===== src/rtl/bts_pkg.sv =====
// bts_pkg: shared constants, codes, types and the volume duty lookup
// for the buzzer tone sequencer. Depends on nothing.
package bts_pkg;

   localparam int STEP_DEPTH  = 16;
   localparam int STEP_IDX_W  = $clog2(STEP_DEPTH);
   localparam int STEP_CNT_W  = $clog2(STEP_DEPTH + 1);
   localparam int DUTY_BITS   = 10;
   localparam int DUTY_STRIDE = 10;
   localparam int VOL_CLAMP   = 4;

   localparam logic [9:0]  DUTY_MASK             = 10'((1 << DUTY_BITS) - 1);
   localparam logic [15:0] REMINDER_ON_RESET     = 16'd450;
   localparam logic [15:0] REMINDER_PERIOD_RESET = 16'd15000;

   // request modes
   localparam logic [2:0] MODE_TICK      = 3'd0;
   localparam logic [2:0] MODE_LOAD_STEP = 3'd1;
   localparam logic [2:0] MODE_START_SEQ = 3'd2;
   localparam logic [2:0] MODE_REM_START = 3'd3;
   localparam logic [2:0] MODE_REM_STOP  = 3'd4;

   // register indexes
   localparam logic [2:0] CSR_VOLUME     = 3'd0;
   localparam logic [2:0] CSR_DUTY_TABLE = 3'd1;
   localparam logic [2:0] CSR_REM_FREQ   = 3'd2;
   localparam logic [2:0] CSR_REM_ON     = 3'd3;
   localparam logic [2:0] CSR_REM_PERIOD = 3'd4;

   typedef struct packed {
      logic [15:0] freq;
      logic [15:0] on_ms;
      logic [15:0] gap_ms;
   } step_type;

   typedef struct packed {
      logic        en;
      logic [STEP_IDX_W-1:0] slot;
      step_type    data;
   } tbl_wr_type;

   typedef struct packed {
      logic [3:0]  volume_level;
      logic [49:0] duty_table;
      logic [15:0] reminder_freq_hz;
      logic [15:0] reminder_on_ms;
      logic [15:0] reminder_period_ms;
   } cfg_type;

   typedef struct packed {
      logic [2:0]  mode;
      logic [3:0]  step_slot;
      logic [15:0] step_freq_hz;
      logic [15:0] step_on_ms;
      logic [15:0] step_gap_ms;
      logic [7:0]  step_total;
   } req_item_type;

   typedef struct packed {
      logic [15:0] tone_freq_hz;
      logic [9:0]  tone_duty;
      logic        sequence_busy;
      logic        reminder_armed;
   } rsp_item_type;

   function automatic logic [9:0] volume_duty(input logic [3:0] vol,
                                              input logic [49:0] tbl);
      logic [2:0] v;
      v = (vol > 4'(VOL_CLAMP)) ? 3'(VOL_CLAMP) : vol[2:0];
      return tbl[DUTY_STRIDE*v +: 10] & DUTY_MASK;
   endfunction

endpackage


===== src/rtl/bts_if.sv =====
// bts_if: valid/ready channel interfaces for requests, results and
// register writes. Depends on nothing; field widths are written out.
interface bts_req_if;
   logic        valid;
   logic        ready;
   logic [2:0]  mode;
   logic [3:0]  step_slot;
   logic [15:0] step_freq_hz;
   logic [15:0] step_on_ms;
   logic [15:0] step_gap_ms;
   logic [7:0]  step_total;

   modport source (output valid, mode, step_slot, step_freq_hz, step_on_ms,
                   step_gap_ms, step_total, input ready);
   modport sink (input valid, mode, step_slot, step_freq_hz, step_on_ms,
                 step_gap_ms, step_total, output ready);
endinterface

interface bts_rsp_if;
   logic        valid;
   logic        ready;
   logic [15:0] tone_freq_hz;
   logic [9:0]  tone_duty;
   logic        sequence_busy;
   logic        reminder_armed;

   modport source (output valid, tone_freq_hz, tone_duty, sequence_busy,
                   reminder_armed, input ready);
   modport sink (input valid, tone_freq_hz, tone_duty, sequence_busy,
                 reminder_armed, output ready);
endinterface

interface bts_csr_if;
   logic        valid;
   logic        ready;
   logic [2:0]  index;
   logic [49:0] data;

   modport source (output valid, index, data, input ready);
   modport sink (input valid, index, data, output ready);
endinterface


===== src/rtl/buzzer_tone_sequencer.sv =====
// buzzer_tone_sequencer: top level with request register, result register
// and configuration registers. Depends on bts_pkg, bts_if and bts_core.
// A request is held in the request register, and its result in the result register.
// Throughput: one request per cycle while results are taken, set by the single update pass in bts_core.
// Reset (synchronous, active high) clears control state and loads register
// defaults; the step table is not cleared and holds junk until loaded.
module buzzer_tone_sequencer (
   input logic       clock,
   input logic       reset,
   bts_req_if.sink   req_ch,
   bts_rsp_if.source rsp_ch,
   bts_csr_if.sink   csr_ch
);

   logic                  req_valid_ff;
   bts_pkg::req_item_type req_item_ff;
   logic                  rsp_valid_ff, rsp_valid_in;
   bts_pkg::rsp_item_type rsp_item_ff;
   bts_pkg::rsp_item_type core_result;
   bts_pkg::cfg_type      cfg_ff;
   logic                  go;

   // process the held request whenever the result register can take it
   assign go           = req_valid_ff && (!rsp_valid_ff || rsp_ch.ready);
   assign req_ch.ready = !req_valid_ff || go;
   assign rsp_valid_in = go || (rsp_valid_ff && !rsp_ch.ready);
   assign csr_ch.ready = 1'b1;

   bts_core u_core (
      .clock  (clock),
      .reset  (reset),
      .go     (go),
      .req    (req_item_ff),
      .cfg    (cfg_ff),
      .result (core_result)
   );

   always_ff @(posedge clock) begin
      if (reset) begin
         req_valid_ff <= 1'b0;
         rsp_valid_ff <= 1'b0;
      end else begin
         if (req_ch.ready) begin
            req_valid_ff <= req_ch.valid;
         end
         rsp_valid_ff <= rsp_valid_in;
      end
   end

   always_ff @(posedge clock) begin
      if (req_ch.valid && req_ch.ready) begin
         req_item_ff <= '{mode: req_ch.mode, step_slot: req_ch.step_slot,
                          step_freq_hz: req_ch.step_freq_hz,
                          step_on_ms: req_ch.step_on_ms,
                          step_gap_ms: req_ch.step_gap_ms,
                          step_total: req_ch.step_total};
      end
      if (go) begin
         rsp_item_ff <= core_result;
      end
   end

   always_ff @(posedge clock) begin
      if (reset) begin
         cfg_ff.volume_level       <= '0;
         cfg_ff.duty_table         <= '0;
         cfg_ff.reminder_freq_hz   <= '0;
         cfg_ff.reminder_on_ms     <= bts_pkg::REMINDER_ON_RESET;
         cfg_ff.reminder_period_ms <= bts_pkg::REMINDER_PERIOD_RESET;
      end else if (csr_ch.valid) begin
         case (csr_ch.index)
            bts_pkg::CSR_VOLUME:     cfg_ff.volume_level       <= csr_ch.data[3:0];
            bts_pkg::CSR_DUTY_TABLE: cfg_ff.duty_table         <= csr_ch.data;
            bts_pkg::CSR_REM_FREQ:   cfg_ff.reminder_freq_hz   <= csr_ch.data[15:0];
            bts_pkg::CSR_REM_ON:     cfg_ff.reminder_on_ms     <= csr_ch.data[15:0];
            bts_pkg::CSR_REM_PERIOD: cfg_ff.reminder_period_ms <= csr_ch.data[15:0];
            default: begin
            end
         endcase
      end
   end

   assign rsp_ch.valid          = rsp_valid_ff;
   assign rsp_ch.tone_freq_hz   = rsp_item_ff.tone_freq_hz;
   assign rsp_ch.tone_duty      = rsp_item_ff.tone_duty;
   assign rsp_ch.sequence_busy  = rsp_item_ff.sequence_busy;
   assign rsp_ch.reminder_armed = rsp_item_ff.reminder_armed;

endmodule


===== src/rtl/bts_step_table.sv =====
// bts_step_table: flip-flop table of tone steps, one write port and one
// combinational read port. Depends on bts_pkg.
module bts_step_table (
   input  logic                          clock,
   input  bts_pkg::tbl_wr_type           wr,
   input  logic [bts_pkg::STEP_IDX_W-1:0] rd_idx,
   output bts_pkg::step_type             rd_data
);

   bts_pkg::step_type entry_ff [bts_pkg::STEP_DEPTH];

   always_ff @(posedge clock) begin
      if (wr.en) begin
         entry_ff[wr.slot] <= wr.data;
      end
   end

   assign rd_data = entry_ff[rd_idx];

endmodule


===== src/rtl/bts_core.sv =====
// bts_core: sequencer and reminder state with the per-request update logic,
// plus the step table. Depends on bts_pkg and bts_step_table.
module bts_core (
   input  logic                  clock,
   input  logic                  reset,
   input  logic                  go,
   input  bts_pkg::req_item_type req,
   input  bts_pkg::cfg_type      cfg,
   output bts_pkg::rsp_item_type result
);

   localparam int CW = bts_pkg::STEP_CNT_W;

   logic [31:0]   clock_ms_ff, clock_ms_in;
   logic [31:0]   clock_nx_ff, clock_nx_in;   // always clock_ms + 1
   logic [CW-1:0] steps_ff, steps_in;
   logic [CW-1:0] cur_ff, cur_in;
   logic          tone_on_ff, tone_on_in;
   logic          in_gap_ff, in_gap_in;
   logic [31:0]   step_dl_ff, step_dl_in;
   logic          rem_en_ff, rem_en_in;
   logic          rem_snd_ff, rem_snd_in;
   logic [31:0]   rem_dl_ff, rem_dl_in;
   logic [15:0]   rem_gap_ff, rem_gap_in;
   logic [15:0]   bz_freq_ff, bz_freq_in;
   logic [9:0]    bz_duty_ff, bz_duty_in;

   bts_pkg::tbl_wr_type tbl_wr;
   bts_pkg::step_type   cur_step;
   logic [9:0]          vol_duty;
   logic [31:0]         seq_sum;
   logic [31:0]         rem_sum;
   logic                seq_due;
   logic                rem_due;
   logic                seq_start_tone;
   logic [CW-1:0]       cur_inc;
   logic [CW-1:0]       total_sat;

   bts_step_table u_table (
      .clock   (clock),
      .wr      (tbl_wr),
      .rd_idx  (cur_ff[bts_pkg::STEP_IDX_W-1:0]),
      .rd_data (cur_step)
   );

   assign vol_duty       = bts_pkg::volume_duty(cfg.volume_level, cfg.duty_table);
   assign seq_start_tone = !tone_on_ff && !in_gap_ff;
   // one adder for both step deadlines, one for both reminder deadlines
   assign seq_sum   = clock_nx_ff + (seq_start_tone ? 32'(cur_step.on_ms)
                                                    : 32'(cur_step.gap_ms));
   assign rem_sum   = clock_nx_ff + (rem_snd_ff ? 32'(rem_gap_ff)
                                                : 32'(cfg.reminder_on_ms));
   assign seq_due   = clock_nx_ff >= step_dl_ff;
   assign rem_due   = clock_nx_ff >= rem_dl_ff;
   assign cur_inc   = cur_ff + CW'(1);
   assign total_sat = (32'(req.step_total) > bts_pkg::STEP_DEPTH)
                      ? CW'(bts_pkg::STEP_DEPTH) : CW'(req.step_total);

   always_comb begin
      logic advance;
      logic active;
      clock_ms_in = clock_ms_ff;
      clock_nx_in = clock_nx_ff;
      steps_in    = steps_ff;
      cur_in      = cur_ff;
      tone_on_in  = tone_on_ff;
      in_gap_in   = in_gap_ff;
      step_dl_in  = step_dl_ff;
      rem_en_in   = rem_en_ff;
      rem_snd_in  = rem_snd_ff;
      rem_dl_in   = rem_dl_ff;
      rem_gap_in  = rem_gap_ff;
      bz_freq_in  = bz_freq_ff;
      bz_duty_in  = bz_duty_ff;
      tbl_wr.en   = 1'b0;
      tbl_wr.slot = req.step_slot[bts_pkg::STEP_IDX_W-1:0];
      tbl_wr.data = '{freq: req.step_freq_hz, on_ms: req.step_on_ms,
                      gap_ms: req.step_gap_ms};
      advance     = 1'b0;
      active      = 1'b0;

      case (req.mode)
         bts_pkg::MODE_TICK: begin
            clock_ms_in = clock_nx_ff;
            clock_nx_in = clock_nx_ff + 32'd1;
            // step sequencer
            if (steps_ff != '0) begin
               if (seq_start_tone) begin
                  bz_freq_in = cur_step.freq;
                  bz_duty_in = vol_duty;
                  tone_on_in = 1'b1;
                  step_dl_in = seq_sum;
               end else if (seq_due) begin
                  if (tone_on_ff) begin
                     tone_on_in = 1'b0;
                     if (cur_step.gap_ms != '0) begin
                        bz_duty_in = '0;
                        in_gap_in  = 1'b1;
                        step_dl_in = seq_sum;
                     end else begin
                        advance = 1'b1;
                     end
                  end else begin
                     in_gap_in = 1'b0;
                     advance   = 1'b1;
                  end
               end
            end
            if (advance) begin
               if (cur_inc >= steps_ff) begin
                  bz_duty_in = '0;
                  steps_in   = '0;
                  cur_in     = '0;
                  tone_on_in = 1'b0;
                  in_gap_in  = 1'b0;
                  step_dl_in = '0;
               end else begin
                  cur_in = cur_inc;
               end
            end
            // reminder beep, held off by an active sequence or zero volume
            active = (steps_in != '0) || tone_on_in || in_gap_in;
            if (!rem_en_ff || cfg.volume_level == '0 || active) begin
               if (rem_snd_ff) begin
                  bz_duty_in = '0;
                  rem_snd_in = 1'b0;
               end
            end else if (rem_due) begin
               if (!rem_snd_ff) begin
                  bz_freq_in = cfg.reminder_freq_hz;
                  bz_duty_in = vol_duty;
                  rem_snd_in = 1'b1;
               end else begin
                  bz_duty_in = '0;
                  rem_snd_in = 1'b0;
               end
               rem_dl_in = rem_sum;
            end
         end
         bts_pkg::MODE_LOAD_STEP: begin
            tbl_wr.en = 32'(req.step_slot) < bts_pkg::STEP_DEPTH;
         end
         bts_pkg::MODE_START_SEQ: begin
            if (cfg.volume_level == '0) begin
               bz_duty_in = '0;
               steps_in   = '0;
            end else begin
               steps_in = total_sat;
            end
            cur_in     = '0;
            tone_on_in = 1'b0;
            in_gap_in  = 1'b0;
            step_dl_in = '0;
         end
         bts_pkg::MODE_REM_START: begin
            rem_en_in  = 1'b1;
            rem_snd_in = 1'b0;
            rem_gap_in = cfg.reminder_period_ms;
            rem_dl_in  = clock_ms_ff + 32'(cfg.reminder_period_ms);
         end
         bts_pkg::MODE_REM_STOP: begin
            rem_en_in  = 1'b0;
            rem_snd_in = 1'b0;
            rem_dl_in  = '0;
            rem_gap_in = '0;
            if (steps_ff == '0 && !tone_on_ff && !in_gap_ff) begin
               bz_duty_in = '0;
            end
         end
         default: begin
         end
      endcase

      if (!go) begin
         tbl_wr.en = 1'b0;
      end

      result.tone_freq_hz   = bz_freq_in;
      result.tone_duty      = bz_duty_in;
      result.sequence_busy  = (steps_in != '0) || tone_on_in || in_gap_in;
      result.reminder_armed = rem_en_in;
   end

   always_ff @(posedge clock) begin
      if (reset) begin
         clock_ms_ff <= '0;
         clock_nx_ff <= 32'd1;
         steps_ff    <= '0;
         cur_ff      <= '0;
         tone_on_ff  <= 1'b0;
         in_gap_ff   <= 1'b0;
         step_dl_ff  <= '0;
         rem_en_ff   <= 1'b0;
         rem_snd_ff  <= 1'b0;
         rem_dl_ff   <= '0;
         rem_gap_ff  <= '0;
         bz_freq_ff  <= '0;
         bz_duty_ff  <= '0;
      end else if (go) begin
         clock_ms_ff <= clock_ms_in;
         clock_nx_ff <= clock_nx_in;
         steps_ff    <= steps_in;
         cur_ff      <= cur_in;
         tone_on_ff  <= tone_on_in;
         in_gap_ff   <= in_gap_in;
         step_dl_ff  <= step_dl_in;
         rem_en_ff   <= rem_en_in;
         rem_snd_ff  <= rem_snd_in;
         rem_dl_ff   <= rem_dl_in;
         rem_gap_ff  <= rem_gap_in;
         bz_freq_ff  <= bz_freq_in;
         bz_duty_ff  <= bz_duty_in;
      end
   end

endmodule

===== src/flat_wrapper.sv =====
// flat-port wrapper written by rule: the top's interface ports become plain ports
module buzzer_tone_sequencer_flat 
  (clock, reset, req_ch_valid, req_ch_mode, req_ch_step_slot, req_ch_step_freq_hz, req_ch_step_on_ms, req_ch_step_gap_ms, req_ch_step_total, req_ch_ready, rsp_ch_valid, rsp_ch_tone_freq_hz, rsp_ch_tone_duty, rsp_ch_sequence_busy, rsp_ch_reminder_armed, rsp_ch_ready, csr_ch_valid, csr_ch_index, csr_ch_data, csr_ch_ready);
  bts_req_if req_ch_i ();
  bts_rsp_if rsp_ch_i ();
  bts_csr_if csr_ch_i ();
  input logic clock;
  input logic reset;
  input wire logic [$bits(req_ch_i.valid)-1:0] req_ch_valid;
  input wire logic [$bits(req_ch_i.mode)-1:0] req_ch_mode;
  input wire logic [$bits(req_ch_i.step_slot)-1:0] req_ch_step_slot;
  input wire logic [$bits(req_ch_i.step_freq_hz)-1:0] req_ch_step_freq_hz;
  input wire logic [$bits(req_ch_i.step_on_ms)-1:0] req_ch_step_on_ms;
  input wire logic [$bits(req_ch_i.step_gap_ms)-1:0] req_ch_step_gap_ms;
  input wire logic [$bits(req_ch_i.step_total)-1:0] req_ch_step_total;
  output wire logic [$bits(req_ch_i.ready)-1:0] req_ch_ready;
  output wire logic [$bits(rsp_ch_i.valid)-1:0] rsp_ch_valid;
  output wire logic [$bits(rsp_ch_i.tone_freq_hz)-1:0] rsp_ch_tone_freq_hz;
  output wire logic [$bits(rsp_ch_i.tone_duty)-1:0] rsp_ch_tone_duty;
  output wire logic [$bits(rsp_ch_i.sequence_busy)-1:0] rsp_ch_sequence_busy;
  output wire logic [$bits(rsp_ch_i.reminder_armed)-1:0] rsp_ch_reminder_armed;
  input wire logic [$bits(rsp_ch_i.ready)-1:0] rsp_ch_ready;
  input wire logic [$bits(csr_ch_i.valid)-1:0] csr_ch_valid;
  input wire logic [$bits(csr_ch_i.index)-1:0] csr_ch_index;
  input wire logic [$bits(csr_ch_i.data)-1:0] csr_ch_data;
  output wire logic [$bits(csr_ch_i.ready)-1:0] csr_ch_ready;
  assign req_ch_i.valid = req_ch_valid;
  assign req_ch_i.mode = req_ch_mode;
  assign req_ch_i.step_slot = req_ch_step_slot;
  assign req_ch_i.step_freq_hz = req_ch_step_freq_hz;
  assign req_ch_i.step_on_ms = req_ch_step_on_ms;
  assign req_ch_i.step_gap_ms = req_ch_step_gap_ms;
  assign req_ch_i.step_total = req_ch_step_total;
  assign req_ch_ready = req_ch_i.ready;
  assign rsp_ch_valid = rsp_ch_i.valid;
  assign rsp_ch_tone_freq_hz = rsp_ch_i.tone_freq_hz;
  assign rsp_ch_tone_duty = rsp_ch_i.tone_duty;
  assign rsp_ch_sequence_busy = rsp_ch_i.sequence_busy;
  assign rsp_ch_reminder_armed = rsp_ch_i.reminder_armed;
  assign rsp_ch_i.ready = rsp_ch_ready;
  assign csr_ch_i.valid = csr_ch_valid;
  assign csr_ch_i.index = csr_ch_index;
  assign csr_ch_i.data = csr_ch_data;
  assign csr_ch_ready = csr_ch_i.ready;
  buzzer_tone_sequencer u_core (.clock(clock), .reset(reset), .req_ch(req_ch_i), .rsp_ch(rsp_ch_i), .csr_ch(csr_ch_i));
endmodule

===== config.mk =====
export PLATFORM = sky130hd
export DESIGN_NAME = buzzer_tone_sequencer_flat
export DESIGN_NICKNAME = d
export VERILOG_FILES = /design/src/rtl/bts_pkg.sv /design/src/rtl/bts_if.sv /design/src/rtl/buzzer_tone_sequencer.sv /design/src/rtl/bts_step_table.sv /design/src/rtl/bts_core.sv /design/src/flat_wrapper.sv
export SDC_FILE = /design/constraint.sdc
export NUM_CORES = 2
export LEC_CHECK = 0
export ABC_AREA = 1
export BUFFER_PORTS_ARGS = -buffer_cell sky130_fd_sc_hd__clkbuf_2
export CAP_MARGIN = 0
export CORE_ASPECT_RATIO = 0.9
export CORE_UTILIZATION = 25
export CTS_CLUSTER_DIAMETER = 40
export DETAILED_ROUTE_END_ITERATION = 16
export PLACE_DENSITY = 0.46
export SYNTH_ARGS = -nofsm -noshare
export SYNTH_HDL_FRONTEND = slang
export SYNTH_SLANG_ARGS = --single-unit
export TNS_END_PERCENT = 100

===== constraint.sdc =====
create_clock -name clock -period 7.55 [get_ports clock]
set_clock_uncertainty 0.15 [all_clocks]
set_input_delay 0.755 -clock clock [delete_from_list [all_inputs] [get_ports clock]]
set_output_delay 0.755 -clock clock [all_outputs]
set_load 0.03 [all_outputs]

==> run metrics <==
cell depth of the worst hold path=3; Initial Utilization=0.2515; status=finished clean; Max IR drop VDD=about 0.18 mV; nets@finish=5777; endpoints failing hold=0; most instantiated library cell after synthesis=nand2_1; hold endpoint=u_core.cfg_ff[70]; area leader, netlist=edfxtp_1; TritonRoute pass-1 iters=5; Avg Synthesized Cell Area=between 9 and 10 um^2; Static Leak=23.36 nW; clock tree from TritonCTS=done; worst reg-to-reg setup slack=around 1.3 ns; Row Count=158; DP HPWL=slightly below 100 mm; most frequent cells after synthesis=nand2_1 (1036), edfxtp_1 (859), o21ai_0 (597), nor2_1 (568), inv_1 (423); port buffer count=150; top cells by area, synth=edfxtp_1 (50%), dfxtp_1 (11%), nand2_1 (7.5%), o21ai_0 (5.8%), nor2_1 (4.1%); FF-to-FF path depth=21; RR Endpoint=u_core.u_core.rem_dl_ff[30]; Seq cells post-synth=~1200; root buf cell=clkbuf_16; WL/cell=about 20 um; CTS Buffer Depth=3; minimum clock period=6.227 ns; Mapped Nets=around 5600; largest net degree at the start of global routing=approximately 190; CTS Sinks=1151; clock-pin transition on the worst setup and hold timing paths=approximately 0.05 ns; post-synthesis cell type count=56; Crit path arrival time=6.74 ns; Syn Std Cell Area=just over 50000 um^2; YS warnings=0; Routed Antenna Nets=0; total CTS buffers=a little under 200; fin. max-slew vios=0; Slew @ Worst Pin=1.203 ns; Cells after Synth=5327; Crit Path Category=reg -> reg; Core Area=slightly above 200000 um^2; kind of end point of the critical path=flop; ys flop type=edfxtp_1; Post-Layout Inst Area=between 60000 and 70000 um^2; DRC=0; nature of the critical path startpoint=flop; Max-slew headroom=0.1959; Die Ht=between 400 and 500 um; Area growth, synth to finish=22.22%; Crit Path Max Fanout=191; asr flop ratio synth=0; GR Util All Layers=0.1575; Clk Latency, worst-skew pair=0.85 ns; share of cells above drive strength 1=0.1077; number of flops mapped to enable cells by yosys=~860; routed wire length=167.0 mm; RSZ-0062 raised after global routing=false; vias in the first global route=between 30000 and 40000; FMAX=roughly 160 MHz; Finish-stage setup viols=0; Period Utilization, post-route=0.8247; PwrDens=approximately 270 nW/um^2; DRT iter0 DRCs=between 3000 and 4000; I/O pins=between 150 and 200; Seq/Total Area, Yosys=0.6114; required time worst endpoint=~8.1 ns; post-synth top area share=0.4985; hold_sp=csr_ch_data[22]; H-tree levels=4; Area after DPL=55570 um^2; HP Class=in -> reg; # Max-Cap Violations=0; chip width=~480 um; first-pass GRT wire length=about 250 mm; initial antenna violation count=4; Vias=39604; vias per inst=4.701; Die Footprint=208800 um^2; GPL Wtd Cong=0.8255; setup TNS=0 ns; GRT Residual Overflow=0
## final cells by class
| class | count | area [um^2] |
|---|---|---|
| Antenna cell | 2 | 5.005 |
| Clock buffer | 222 | 5074 |
| Clock inverter | 146 | 1906 |
| Fill cell | 21069 | 142500 |
| Inverter | 436 | 1662 |
| Multi-Input combinational cell | 3449 | 17400 |
| Sequential cell | 1151 | 31660 |
| Tap cell | 2720 | 3403 |
| Timing Repair Buffer | 299 | 2145 |
## power by group
group	switching [W]	internal, W	leakage [nW]
Combinational	0.000673	0.000280	9.87
Sequential	0.000111	0.00689	10.2
Clock	0.00341	0.00590	3.32
Total	0.00419	0.0131	23.4
## logic make-up (layout without fill, tap and decap cells)
group                      after synthesis  in the layout  share of synthesized area
buffers and inverters                  727           1103                    0.05532
and+or+nand+nor                       2059           2059                     0.1629
adders and majority gates              122            122                    0.02993
muxes                                   15             15                   0.002901
DFF                                   1151           1151                     0.6114
other                                    1              3                 0.00007247
AOI/OAI and AO/OA                     1214           1214                     0.1310
xor gates and xnor gates                38             38                   0.006432
## metal layers
layer,up-vias,GRT usage,share of wire
li1,19059,-,-
met1,19385,0.2138,0.46
met2,913,0.2595,0.47
met3,245,0.02354,0.045
met4,2,0.04266,0.020
met5,-,0,0.000078
## stage by stage
step                setup slack, ns    util  instances  hold slack (ns)  total power (W)
global placement              1.448  0.2700       7986           0.2893         0.008046
global route                 0.8159  0.3073       8423          0.01980          0.01782
finish                        1.323  0.3073       8425          0.06291          0.01727
CTS                           1.346  0.3073       8423         0.002708          0.01743
detailed placement            1.415  0.2700       7986           0.2955         0.008056
floorplan                     2.792       -       5327           0.2736         0.007674
## sequential cells by signal (all words and copies together) (netlist names), 32 cells and up, named ones only
register,cells
u_core.u_core.clock_ms_ff,32
u_core.u_core.clock_nx_ff,32
u_core.u_core.rem_dl_ff,32
u_core.u_core.u_table.entry_ff,768
u_core.cfg_ff,102
u_core.req_item_ff,63
u_core.u_core.step_dl_ff,32
## placed cells by master (no fill, tap or decap), types with 7 or more instances in the layout
cell type / instances
clkinv_2: 25
o21a_1: 9
nor3_1: 43
or2_2: 7
o21ai_0: 597
xor2_1: 26
ha_1: 119
nand4_1: 30
inv_6: 15
edfxtp_1: 859
a221oi_1: 11
clkbuf_16: 197
a21oi_1: 334
dfxtp_1: 288
clkinv_4: 17
o211ai_1: 38
buf_4: 73
xnor2_1: 12
nand2_1: 1035
buf_12: 8
nor2_4: 19
nor2_1: 551
inv_1: 419
o21ai_1: 16
clkbuf_2: 149
clkinv_1: 25
bufinv_16: 29
dlygate4sd3_1: 69
clkbuf_1: 20
a31oi_1: 21
nand3_1: 345
o221ai_1: 95
mux2i_1: 15
clkinv_16: 8
nor4_1: 12
o22ai_1: 69
clkinvlp_4: 25
## timing repair
action,CTS,global route
setup buffers,0,0
hold buffers,69,0
resized for setup,0,0
endpoints found under the hold margin,69,0
## how the worst max path moves through the flow
| stage | to | start |
|---|---|---|
| 2_1_floorplan | u_core.u_core.step_dl_ff[30] | flop |
| 4_1_cts | u_core.u_core.rem_dl_ff[23] | flop |
| 6_report | u_core.u_core.rem_dl_ff[30] | flop |
| 3_3_place_gp | u_core.u_core.step_dl_ff[30] | flop |
| 5_1_grt | u_core.u_core.rem_dl_ff[28] | flop |
| 3_5_place_dp | u_core.u_core.rem_dl_ff[23] | flop |
## critical path: stages (launching register included)
cell and delay (ns):
dfxtp_4 0.74, clkinv_8 0.66, nand2_1 0.26, nand2_1 0.08
nand2_1 0.06, nand3_1 0.08, nand3_1 0.10, nand2_1 0.19
nor2_1 0.15, nand2_1 0.09, nor2_1 0.12, nand2_1 0.26
nand2_2 0.18, nand3_4 0.33, a21oi_4 0.28, nand4_4 0.45
nand2_1 0.23, nand2_2 0.40, clkinv_2 0.60, nand2_1 0.11
nor2_1 0.11, nor2_1 0.05
Note: power is estimated with default switching activity, not from simulation.
